**src/sv/bswt_pkg.sv**
```systemverilog
// Types and constants shared by the byte stream word tokenizer.
`default_nettype none

package bswt_pkg;

  localparam int BYTE_W = 8;
  localparam int POS_W = 20;
  localparam int LC_W = 16;
  localparam int CNT_W = 16;

  localparam longint MAX_STREAM_BYTES = 64'd1048576;
  localparam longint POS_SPAN = 64'd1 << POS_W;
  localparam logic [POS_W-1:0] POS_CAP =
    POS_W'(((MAX_STREAM_BYTES < POS_SPAN) ? MAX_STREAM_BYTES : POS_SPAN) - 64'd1);

  localparam logic [LC_W-1:0] LC_MAX = '1;
  localparam logic [LC_W-1:0] LC_ONE = LC_W'(1);
  localparam logic [CNT_W-1:0] LIMIT_RST = '1;

  localparam logic [BYTE_W-1:0] CH_LBRACE = 8'h7B;
  localparam logic [BYTE_W-1:0] CH_RBRACE = 8'h7D;
  localparam logic [BYTE_W-1:0] CH_DOLLAR = 8'h24;
  localparam logic [BYTE_W-1:0] CH_PCT = 8'h25;
  localparam logic [BYTE_W-1:0] CH_BSLASH = 8'h5C;
  localparam logic [BYTE_W-1:0] CH_LF = 8'h0A;
  localparam logic [BYTE_W-1:0] CH_TAB = 8'h09;
  localparam logic [BYTE_W-1:0] CH_CR = 8'h0D;
  localparam logic [BYTE_W-1:0] CH_SP = 8'h20;

  localparam int QDEPTH = 4;
  localparam int QIDX_W = $clog2(QDEPTH);
  localparam int QCNT_W = $clog2(QDEPTH + 1);

  typedef struct packed {
    logic [BYTE_W-1:0] data_byte;
    logic              end_of_stream;
  } in_item_t;

  typedef struct packed {
    logic             token_kind;
    logic [15:0]      token_code;
    logic [POS_W-1:0] token_start;
    logic [POS_W-1:0] token_end;
    logic [LC_W-1:0]  token_line;
    logic [LC_W-1:0]  token_column;
    logic [CNT_W-1:0] token_number;
    logic             last_of_run;
  } out_item_t;

  // results produced by one byte, 0 to 2 of them, first in r0
  typedef struct packed {
    logic [1:0] n;
    out_item_t  r0;
    out_item_t  r1;
  } push_t;

endpackage

`default_nettype wire

```
**src/sv/bswt_core.sv**
```systemverilog
// Tokenizer core: byte classification, position tracking and token building.
`default_nettype none

module bswt_core (
  input  wire logic                        clk,
  input  wire logic                        rst_n,
  input  wire logic                        cfg_we,
  input  wire logic [bswt_pkg::CNT_W-1:0]  cfg_wdata,
  input  wire logic                        item_vld,
  input  wire bswt_pkg::in_item_t          item,
  input  wire logic                        room,
  output logic                             take,
  output bswt_pkg::push_t                  push
);

  logic [bswt_pkg::CNT_W-1:0]  limit_r;
  logic [bswt_pkg::POS_W-1:0]  off_r, off_nxt;
  logic [bswt_pkg::LC_W-1:0]   line_r, line_nxt;
  logic [bswt_pkg::LC_W-1:0]   col_r, col_nxt;
  logic                        inword_r, inword_nxt;
  logic [bswt_pkg::POS_W-1:0]  wstart_r, wstart_nxt;
  logic [bswt_pkg::LC_W-1:0]   wcol_r, wcol_nxt;
  logic [bswt_pkg::BYTE_W-1:0] wfirst_r, wfirst_nxt;
  logic [bswt_pkg::CNT_W-1:0]  cnt_r, cnt_nxt;

  logic [bswt_pkg::BYTE_W-1:0] b;
  logic                        is_space, is_special, is_sep;
  logic [bswt_pkg::POS_W-1:0]  off_inc;
  logic                        word_req, ok_word, ok_spec;
  logic [bswt_pkg::CNT_W-1:0]  cnt_mid;
  logic [bswt_pkg::POS_W-1:0]  w_start, w_end;
  logic [bswt_pkg::LC_W-1:0]   w_col;
  logic [bswt_pkg::BYTE_W-1:0] w_first;
  bswt_pkg::out_item_t         word_tok, spec_tok;

  assign b = item.data_byte;

  always_comb begin
    is_space   = 1'b0;
    is_special = 1'b0;
    unique case (b) inside
      bswt_pkg::CH_SP, bswt_pkg::CH_TAB, bswt_pkg::CH_LF, bswt_pkg::CH_CR: begin
        is_space = 1'b1;
      end
      bswt_pkg::CH_LBRACE, bswt_pkg::CH_RBRACE, bswt_pkg::CH_BSLASH,
      bswt_pkg::CH_DOLLAR, bswt_pkg::CH_PCT: begin
        is_special = 1'b1;
      end
      default: begin
      end
    endcase
  end

  assign is_sep  = is_space | is_special;
  assign take    = item_vld & room;
  assign off_inc = (off_r >= bswt_pkg::POS_CAP) ? bswt_pkg::POS_CAP
                                                : off_r + bswt_pkg::POS_W'(1);

  // word ends on a separator, or is flushed on the last byte
  always_comb begin
    if (is_sep) begin
      word_req = inword_r;
      w_end    = off_r;
    end else begin
      word_req = item.end_of_stream;
      w_end    = off_inc;
    end
    if (inword_r) begin
      w_start = wstart_r;
      w_col   = wcol_r;
      w_first = wfirst_r;
    end else begin
      w_start = off_r;
      w_col   = col_r;
      w_first = b;
    end
  end

  assign ok_word = word_req & (cnt_r < limit_r);
  assign cnt_mid = cnt_r + bswt_pkg::CNT_W'(ok_word);
  assign ok_spec = is_special & (cnt_mid < limit_r);

  always_comb begin
    word_tok.token_kind   = 1'b1;
    word_tok.token_code   = {w_first, w_first};
    word_tok.token_start  = w_start;
    word_tok.token_end    = w_end;
    word_tok.token_line   = line_r;
    word_tok.token_column = w_col;
    word_tok.token_number = cnt_r + bswt_pkg::CNT_W'(1);
    word_tok.last_of_run  = ~ok_spec;

    spec_tok.token_kind   = 1'b1;
    spec_tok.token_code   = {b, b};
    spec_tok.token_start  = off_r;
    spec_tok.token_end    = off_inc;
    spec_tok.token_line   = line_r;
    spec_tok.token_column = col_r;
    spec_tok.token_number = cnt_mid + bswt_pkg::CNT_W'(1);
    spec_tok.last_of_run  = 1'b1;

    push.n  = take ? ({1'b0, ok_word} + {1'b0, ok_spec}) : 2'd0;
    push.r0 = ok_word ? word_tok : spec_tok;
    push.r1 = spec_tok;
  end

  always_comb begin
    off_nxt    = off_r;
    line_nxt   = line_r;
    col_nxt    = col_r;
    inword_nxt = inword_r;
    wstart_nxt = wstart_r;
    wcol_nxt   = wcol_r;
    wfirst_nxt = wfirst_r;
    cnt_nxt    = cnt_r;
    if (take) begin
      if (item.end_of_stream) begin
        off_nxt    = '0;
        line_nxt   = bswt_pkg::LC_ONE;
        col_nxt    = bswt_pkg::LC_ONE;
        inword_nxt = 1'b0;
        wstart_nxt = '0;
        wcol_nxt   = bswt_pkg::LC_ONE;
        wfirst_nxt = '0;
        cnt_nxt    = '0;
      end else begin
        off_nxt    = off_inc;
        inword_nxt = ~is_sep;
        wstart_nxt = w_start;
        wcol_nxt   = w_col;
        wfirst_nxt = w_first;
        cnt_nxt    = cnt_mid + bswt_pkg::CNT_W'(ok_spec);
        if (b == bswt_pkg::CH_LF) begin
          line_nxt = (line_r == bswt_pkg::LC_MAX) ? line_r
                                                  : line_r + bswt_pkg::LC_ONE;
          col_nxt  = bswt_pkg::LC_ONE;
        end else begin
          col_nxt  = (col_r == bswt_pkg::LC_MAX) ? col_r
                                                 : col_r + bswt_pkg::LC_ONE;
        end
      end
    end
  end

  always_ff @(posedge clk) begin
    if (!rst_n) begin
      limit_r  <= bswt_pkg::LIMIT_RST;
      off_r    <= '0;
      line_r   <= bswt_pkg::LC_ONE;
      col_r    <= bswt_pkg::LC_ONE;
      inword_r <= 1'b0;
      wstart_r <= '0;
      wcol_r   <= bswt_pkg::LC_ONE;
      wfirst_r <= '0;
      cnt_r    <= '0;
    end else begin
      if (cfg_we) begin
        limit_r <= cfg_wdata;
      end
      off_r    <= off_nxt;
      line_r   <= line_nxt;
      col_r    <= col_nxt;
      inword_r <= inword_nxt;
      wstart_r <= wstart_nxt;
      wcol_r   <= wcol_nxt;
      wfirst_r <= wfirst_nxt;
      cnt_r    <= cnt_nxt;
    end
  end

endmodule

`default_nettype wire

```
**src/sv/bswt_outq.sv**
```systemverilog
// Result queue: takes up to two tokens per cycle, hands out one per cycle while out_ready is high.
`default_nettype none

module bswt_outq (
  input  wire logic                 clk,
  input  wire logic                 rst_n,
  input  wire bswt_pkg::push_t      push,
  output logic                      room,
  output logic                      out_valid,
  input  wire logic                 out_ready,
  output bswt_pkg::out_item_t       out_item
);

  bswt_pkg::out_item_t           q_r [bswt_pkg::QDEPTH];
  logic [bswt_pkg::QIDX_W-1:0]   head_r, head_nxt;
  logic [bswt_pkg::QCNT_W-1:0]   cnt_r, cnt_nxt;
  logic [bswt_pkg::QIDX_W-1:0]   wr0, wr1;
  logic                          pop;

  assign out_valid = (cnt_r != '0);
  assign out_item  = q_r[head_r];
  assign pop       = out_valid & out_ready;
  // two free slots needed before a byte is processed
  assign room      = (cnt_r <= bswt_pkg::QCNT_W'(bswt_pkg::QDEPTH - 2));
  assign wr0       = head_r + cnt_r[bswt_pkg::QIDX_W-1:0];
  assign wr1       = wr0 + bswt_pkg::QIDX_W'(1);
  assign head_nxt  = head_r + bswt_pkg::QIDX_W'(pop);
  assign cnt_nxt   = cnt_r + bswt_pkg::QCNT_W'(push.n) - bswt_pkg::QCNT_W'(pop);

  always_ff @(posedge clk) begin
    if (push.n != 2'd0) begin
      q_r[wr0] <= push.r0;
    end
    if (push.n == 2'd2) begin
      q_r[wr1] <= push.r1;
    end
  end

  always_ff @(posedge clk) begin
    if (!rst_n) begin
      head_r <= '0;
      cnt_r  <= '0;
    end else begin
      head_r <= head_nxt;
      cnt_r  <= cnt_nxt;
    end
  end

endmodule

`default_nettype wire

```
**src/sv/byte_stream_word_tokenizer.sv**
```systemverilog
// Top level of the byte stream word tokenizer.
//
//   port group  dir  handshake            payload
//   in_         in   in_valid/in_ready    in_item (data_byte, end_of_stream)
//   out_        out  out_valid/out_ready  out_item (one token record)
//   cfg_        in   cfg_we               cfg_wdata (token_limit)
//
// One byte per cycle while the queue has two free slots; a byte giving two tokens
// fills two queue slots, so the rate is then set by the one-token-per-cycle output.
// Data path: input register, then core logic writes the 4-entry result queue,
// whose head entry drives out_item.
// Reset: synchronous rst_n, token_limit returns to 65535, stream state cleared.
// Stalls: the core processes a byte only with two free queue slots.
`default_nettype none

module byte_stream_word_tokenizer (
  input  wire logic                        clk,
  input  wire logic                        rst_n,
  input  wire logic                        in_valid,
  output logic                             in_ready,
  input  wire bswt_pkg::in_item_t          in_item,
  output logic                             out_valid,
  input  wire logic                        out_ready,
  output bswt_pkg::out_item_t              out_item,
  input  wire logic                        cfg_we,
  input  wire logic [bswt_pkg::CNT_W-1:0]  cfg_wdata
);

  logic                  in_vld_r, in_vld_nxt;
  bswt_pkg::in_item_t    in_item_r;
  logic                  take, room;
  bswt_pkg::push_t       push;

  assign in_ready   = ~in_vld_r | take;
  assign in_vld_nxt = (in_valid & in_ready) | (in_vld_r & ~take);

  always_ff @(posedge clk) begin
    if (!rst_n) begin
      in_vld_r <= 1'b0;
    end else begin
      in_vld_r <= in_vld_nxt;
    end
  end

  always_ff @(posedge clk) begin
    if (in_valid && in_ready) begin
      in_item_r <= in_item;
    end
  end

  bswt_core u_core (
    .clk       (clk),
    .rst_n     (rst_n),
    .cfg_we    (cfg_we),
    .cfg_wdata (cfg_wdata),
    .item_vld  (in_vld_r),
    .item      (in_item_r),
    .room      (room),
    .take      (take),
    .push      (push)
  );

  bswt_outq u_outq (
    .clk       (clk),
    .rst_n     (rst_n),
    .push      (push),
    .room      (room),
    .out_valid (out_valid),
    .out_ready (out_ready),
    .out_item  (out_item)
  );

endmodule

`default_nettype wire

```
**config.mk**
```make
export PLATFORM = sky130hd
export DESIGN_NAME = byte_stream_word_tokenizer
export DESIGN_NICKNAME = d
export VERILOG_FILES = /design/src/sv/bswt_pkg.sv /design/src/sv/bswt_core.sv /design/src/sv/bswt_outq.sv /design/src/sv/byte_stream_word_tokenizer.sv
export SDC_FILE = /design/constraint.sdc
export NUM_CORES = 1
export LEC_CHECK = 0
export BUFFER_PORTS_ARGS = -buffer_cell sky130_fd_sc_hd__clkbuf_2
export CAP_MARGIN = 20
export CELL_PAD_IN_SITES_DETAIL_PLACEMENT = 1
export CELL_PAD_IN_SITES_GLOBAL_PLACEMENT = 2
export CORE_MARGIN = 2
export CORE_UTILIZATION = 42
export CTS_CLUSTER_SIZE = 12
export DETAILED_ROUTE_END_ITERATION = 8
export GPL_TIMING_DRIVEN = 1
export PLACE_DENSITY = 0.79
export SYNTH_ARGS = -nofsm -noshare
export SYNTH_HDL_FRONTEND = slang
export SYNTH_HIERARCHICAL = 1
export SYNTH_SLANG_ARGS = --single-unit
```
**constraint.sdc**
```tcl
create_clock -name clk -period 18.5 [get_ports clk]
set_clock_uncertainty 0.05 [all_clocks]
set_input_delay 3.7 -clock clk [delete_from_list [all_inputs] [get_ports clk]]
set_output_delay 3.7 -clock clk [all_outputs]
set_load 0.03 [all_outputs]
```
==> flow_summary.toml, run 1 <==
[clocking]
cts_buffers = 59
clk_latency_ps = 630
clock_sinks = 568
ctsResizeCount = 0
cts_tree = "done"
cts_hold_buf = 0
cts.clk_slew.worst_paths_ps = 60
post_cts_buffers = 0
cts.path.max_buffers = 3
cts_max_level = 2
cts-root-buf = "clkbuf_16"

[setup_path]
endpoint_kind = "flop"
worstSetupPathType = "flop to flop"
crit_chain = "ha_1 -> nor3_1 -> nor4_1 -> a21oi_1 -> o22ai_1 -> a211oi_2 -> ha_1 -> ha_1 -> inv_1 -> nor4_1 -> xnor2_1 -> inv_1 -> ha_1 -> a21o_1 -> a21o_1 -> a21oi_1 -> o21ai_0 -> nor3_1 -> ha_1 -> and3_1 -> nor2b_1 -> and3b_4 -> a21o_4 -> buf_4"
cp.required_ps = 18690
path_buf_inv = 3
cp-start-kind = "flop"
crit_top_cell = "ha_1"
worstPathMaxFanout = 54
arrival_ps = 9250
cp_top_family = "simple AND/OR/NAND/NOR gates"
cp_slowest_cell = "and3b_4"
cpPeakStageDelay_ps = 960

[place]
place.gp.congestion = 0.835
dp_hpwl_um = 46200
port_buffers = 137

[timing]
layout_min_cycle_time_ps = 9060
fmax_mhz = 110
hold_violations = 0
whs_ps = 471
rsz0062_at_grt = "false"
fin_setup_tns_ps = 0
worst_pin_slew_ps = 1140
maxSlewViolCount = 0
finalCritPeriodShare_pct = 49.0
maxSlewHeadroom_pct = 24.2
setup_viol = 0

[flow_run]
maxCapViolCount = 0

[synthesis]
synth.distinct_cells = 74
synth_common_cells = "edfxtp_1, mux2_2, dfxtp_1"
yosysTopAreaCell = "edfxtp_1"
synth_area_leaders = "edfxtp_1, mux2_2, dfxtp_1"
syn_inst = 2099
async_reset_ff_share_pct = 0
yosysMostFrequentCell = "edfxtp_1"
yosysTopAreaCellShare_pct = 43.7
synth-edff-count = 433
synth_area_per_cell_um2 = 14.2
ys.flop_type = "edfxtp_1"
ys_ff_latch = 568
syn_area_mm2 = 0.0298
yosys_warnings = 6
yosysSeqAreaShare_pct = 52.8

[final_layout]
multiInputGateArea_mm2 = 0.0130
n_fill_cell = 7023
syn2layout_area_growth_pct = 10.3
regArea_mm2 = 0.0157
drive_above_1_share_pct = 38.0
final_nets = 2228
antenna_cells = 0

[detailed_routing]
first_iter_violations = 1034
route.vias.total = 17700
drc = 0
drtAntennaViolNets = 0
firstDrtPassIters = 5
wl_per_cell_um = 24.5
wirelength_um = 77100
via_per_inst = 5.64

[floorplanning]
start_util_pct = 42.4
die_y_um = 270
die-area_mm2 = 0.0730
die_w_um = 270
io_pins = 138
core_mm2 = 0.0701
row_count = 97

[global_routing]
antenna_found_initial = 0
grt_pass1_vias = 19200
grt-ovfl-total = 0
track_usage_pct = 21.1
grt_pass1_wl_um = 119000
grt_max_degree = 92

[power_and_ir_drop]
vdd_ir_drop_max_mv = 0.0871
power-per-cell-area_mw_per_mm2 = 105
p_leak_nw = 12.0

[hold_path]
hold_class = "flop to flop"

[outcome]
run_status = "completed"
-- routing by layer --
layer / GRT usage [%] / wire length, µm / vias up
li1: - / - / 8104
met1: 27.6 / 34600 / 9258
met2: 36.9 / 38300 / 276
met3: 2.69 / 2480 / 85
met4: 5.55 / 1670 / 0
met5: 0 / 0 / -
-- where the power goes --
group / internal (mW) / total, mW / switching, mW
Combinational: 0.288 / 0.805 / 0.517
Clock: 0.625 / 1.13 / 0.502
Sequential: 1.47 / 1.52 / 0.0519
Total: 2.38 / 3.45 / 1.07
-- kinds of logic (layout without fill, tap and decap cells) --
group	count (synthesis)	after routing	synth area share, %
mux	605	605	27.4
fa+ha+maj	46	46	1.96
buf+inv	225	325	3.91
flops	568	568	52.8
compound gates	187	187	4.39
other cells	1	3	0.0126
simple gates	375	375	6.81
xor+xnor	92	92	2.76
-- metrics by stage --
| step | instance area [µm²] | instances | setup WS (ps) | total power [mW] | util (%) |
|---|---|---|---|---|---|
| after floorplan | 29800 | 2101 | 5080 | 2.11 | - |
| after global placement | 30900 | 3027 | 9730 | 2.35 | 44.1 |
| after detailed placement | 31000 | 3029 | 9480 | 2.37 | 44.2 |
| after CTS | 32800 | 3139 | 9430 | 3.49 | 46.7 |
| after global routing | 32800 | 3141 | 8820 | 3.58 | 46.8 |
| final | 32800 | 3141 | 9440 | 3.45 | 46.8 |
-- sequential cells by signal (all words and copies together), names as in the netlist --
signal,count
in_vld_r,1
u_core/off_r,20
u_core/col_r,16
u_outq/cnt_r,3
u_core/wfirst_r,8
u_core/inword_r,1
u_core/line_r,16
u_core/wcol_r,16
u_core/wstart_r,20
u_outq/q_r,424
in_item_r,9
u_core/cnt_r,16
u_core/limit_r,16
u_outq/head_r,2
-- worst reg2reg max path: stages, from the launching register on --
cell	delay, ps
dfxtp_1	670
ha_1	340
nor3_1	180
nor4_1	60
a21oi_1	200
o22ai_1	200
a211oi_2	270
ha_1	240
ha_1	410
inv_1	170
nor4_1	410
xnor2_1	300
inv_1	160
ha_1	220
a21o_1	170
a21o_1	170
a21oi_1	140
o21ai_0	200
nor3_1	510
ha_1	340
and3_1	200
nor2b_1	400
and3b_4	960
a21o_4	790
buf_4	890
-- layout make-up --
| cell class | instances | share of cell area, % |
|---|---|---|
| Sequential cell | 568 | 47.8 |
| Multi-Input combinational cell | 1308 | 39.5 |
| Clock buffer | 89 | 5.12 |
| Tap cell | 940 | 3.58 |
| Timing Repair Buffer | 168 | 3.02 |
| Inverter | 47 | 0.537 |
| Clock inverter | 21 | 0.354 |
-- cells in the final DEF (no fill, tap or decap), types with 41 or more instances in the layout --
cell type,count
mux2_1,41
mux2_2,416
nor2_1,68
nand2_1,73
a22oi_1,67
inv_1,46
nor2b_1,69
clkbuf_2,136
dfxtp_1,133
mux4_2,106
ha_1,45
xor2_1,44
clkbuf_16,61
xnor2_1,47
edfxtp_1,433
-- final timing paths --
check,startpoint,endpoint,slack [ps],cells past startpoint
max,u_core/cnt_r[2]$_SDFFE_PN0P_,u_outq/q_r[0][68]$_DFFE_PP_,9440,24
min,u_core/wcol_r[13]$_SDFFE_PN0P_,u_core/wcol_r[13]$_SDFFE_PN0P_,470,2
max reg2reg,u_core/cnt_r[2]$_SDFFE_PN0P_,u_outq/q_r[0][68]$_DFFE_PP_,9440,24
min reg2reg,u_core/wcol_r[13]$_SDFFE_PN0P_,u_core/wcol_r[13]$_SDFFE_PN0P_,470,2
Note: power is estimated with default switching activity, not from simulation.
==> run 2, diff against run 1 <==
clock period = 8.8 ns   (was 18.5 ns; I/O delays follow)
==> flow_summary.toml, run 2 (synthesis gave the netlist of run 1 again) <==
[timing]
finalCritPeriodShare_pct = 87.2
worst_pin_slew_ps = 1090
setup_viol = 0
whs_ps = 470
hold_violations = 0
rsz0062_at_grt = "false"
maxSlewViolCount = 0
setup_ws_ps = 1120
maxSlewHeadroom_pct = 27.5
layout_min_cycle_time_ps = 7680
fmax_mhz = 130

[detailed_routing]
route.vias.total = 17700
drc = 0
wirelength_um = 76700
wl_per_cell_um = 24.4
via_per_inst = 5.63
drtAntennaViolNets = 0
first_iter_violations = 1136
firstDrtPassIters = 5

[clocking]
cts.path.max_buffers = 3
clock_sinks = 568
cts-root-buf = "clkbuf_16"
ctsResizeCount = 0
post_cts_buffers = 0
cts_max_level = 2
cts.clk_slew.worst_paths_ps = 60
cts_buffers = 60
cts_hold_buf = 0
cts_tree = "done"
clk_latency_ps = 650

[hold_path]
worstHoldStart = "u_core/wcol_r[7]$_SDFFE_PN0P_"
hold_class = "flop to flop"

[final_layout]
reg_top3 = "u_outq/q_r x424, u_core/off_r x20, u_core/wstart_r x20"
multiInputGateArea_mm2 = 0.0130
syn2layout_area_growth_pct = 10.7
n_fill_cell = 7111
largest_reg_flops = 424
final_nets = 2230
final_cell_mix = "edfxtp_1, mux2_2, clkbuf_2, dfxtp_1, mux4_2"
utilization_pct = 47.0
drive_above_1_share_pct = 38.3
largest-register = "u_outq/q_r"
final_common_cell = "edfxtp_1"
regArea_mm2 = 0.0157
antenna_cells = 0

[setup_path]
crit_top_cell = "ha_1"
rr_startpoint = "in_item_r[8]$_DFFE_PP_"
cpPeakStageDelay_ps = 770
cp_slowest_cell = "buf_4"
endpoint_kind = "flop"
arrival_ps = 8020
cp.required_ps = 9140
worstSetupPathType = "flop to flop"
cp-startpoint = "in_item_r[8]$_DFFE_PP_"
cp-start-kind = "flop"
worstPathMaxFanout = 49
crit_chain = "or3_4 -> o32ai_1 -> a21oi_1 -> a21o_1 -> a211oi_2 -> ha_1 -> ha_1 -> inv_1 -> nor4_1 -> xnor2_1 -> inv_1 -> ha_1 -> nand4_1 -> or4_1 -> a21oi_1 -> nor3_1 -> ha_1 -> and3_1 -> nor2b_1 -> nand3b_1 -> buf_4 -> buf_4 -> mux2_2"

[global_routing]
track_usage_pct = 20.8
antenna_found_initial = 1
grt_pass1_vias = 19000
grt_max_degree = 107
grt-ovfl-total = 0
grt_pass1_wl_um = 118000

[power_and_ir_drop]
p_leak_nw = 12.1
vdd_ir_drop_max_mv = 0.170
power-per-cell-area_mw_per_mm2 = 222

[flow_run]
maxCapViolCount = 0

[floorplanning]
core_mm2 = 0.0701
die_w_um = 270
row_count = 97
die-area_mm2 = 0.0730
die_y_um = 270
start_util_pct = 42.4
io_pins = 138

[place]
dp_hpwl_um = 44900
place_ws_ps = 1200
place.gp.congestion = 0.846
port_buffers = 137

[outcome]
run_status = "completed"
[run 2: cell type report]
cell class                      instances  share of cell area (%)
Inverter                               47                   0.535
Sequential cell                       568                    47.7
Multi-Input combinational cell       1308                    39.4
Clock buffer                           87                    5.02
Tap cell                              940                    3.57
Clock inverter                         27                   0.672
Timing Repair Buffer                  169                    3.11
[run 2: worst paths after layout]
path,slack (ps),endpoint,depth (start not counted)
worst min register to register,470,u_core/wcol_r[7]$_SDFFE_PN0P_,2
worst min-delay path,470,u_core/wcol_r[7]$_SDFFE_PN0P_,2
worst max-delay path,1120,u_outq/q_r[1][75]$_DFFE_PP_,23
worst max register to register,1120,u_outq/q_r[1][75]$_DFFE_PP_,23
[run 2: metal layers]
layer	track usage (%)	up-vias	routed length, µm
met3	2.80	87	2330
met2	36.6	265	38900
met5	0	-	10
li1	-	8126	-
met1	27.3	9234	34000
met4	4.71	2	1490
[run 2: report_power, final]
part	internal, mW	switching (mW)
clock network	1.36	1.07
registers	3.08	0.138
logic	0.610	1.06
total	5.05	2.26
[run 2: worst max-delay path, delay by kind of cell (launching register included)]
kind | cells | cell delay (ps)
fa+ha+maj | 4 | 1240
xor+xnor | 1 | 290
simple gates | 8 | 2170
compound gates | 5 | 1080
flops | 1 | 550
buf+inv | 4 | 1560
mux | 1 | 420
[run 2: metrics by stage]
step / std cells / power, mW / setup TNS, ps / cell area, µm²
6_report: 3146 / 7.32 / 0 / 33000
4_1_cts: 3145 / 7.41 / 0 / 32900
5_1_grt: 3146 / 7.60 / 0 / 33000
3_5_place_dp: 3031 / 4.97 / 0 / 31100
3_3_place_gp: 3031 / 4.94 / 0 / 31100
2_1_floorplan: 2101 / 4.43 / -136620 / 29800
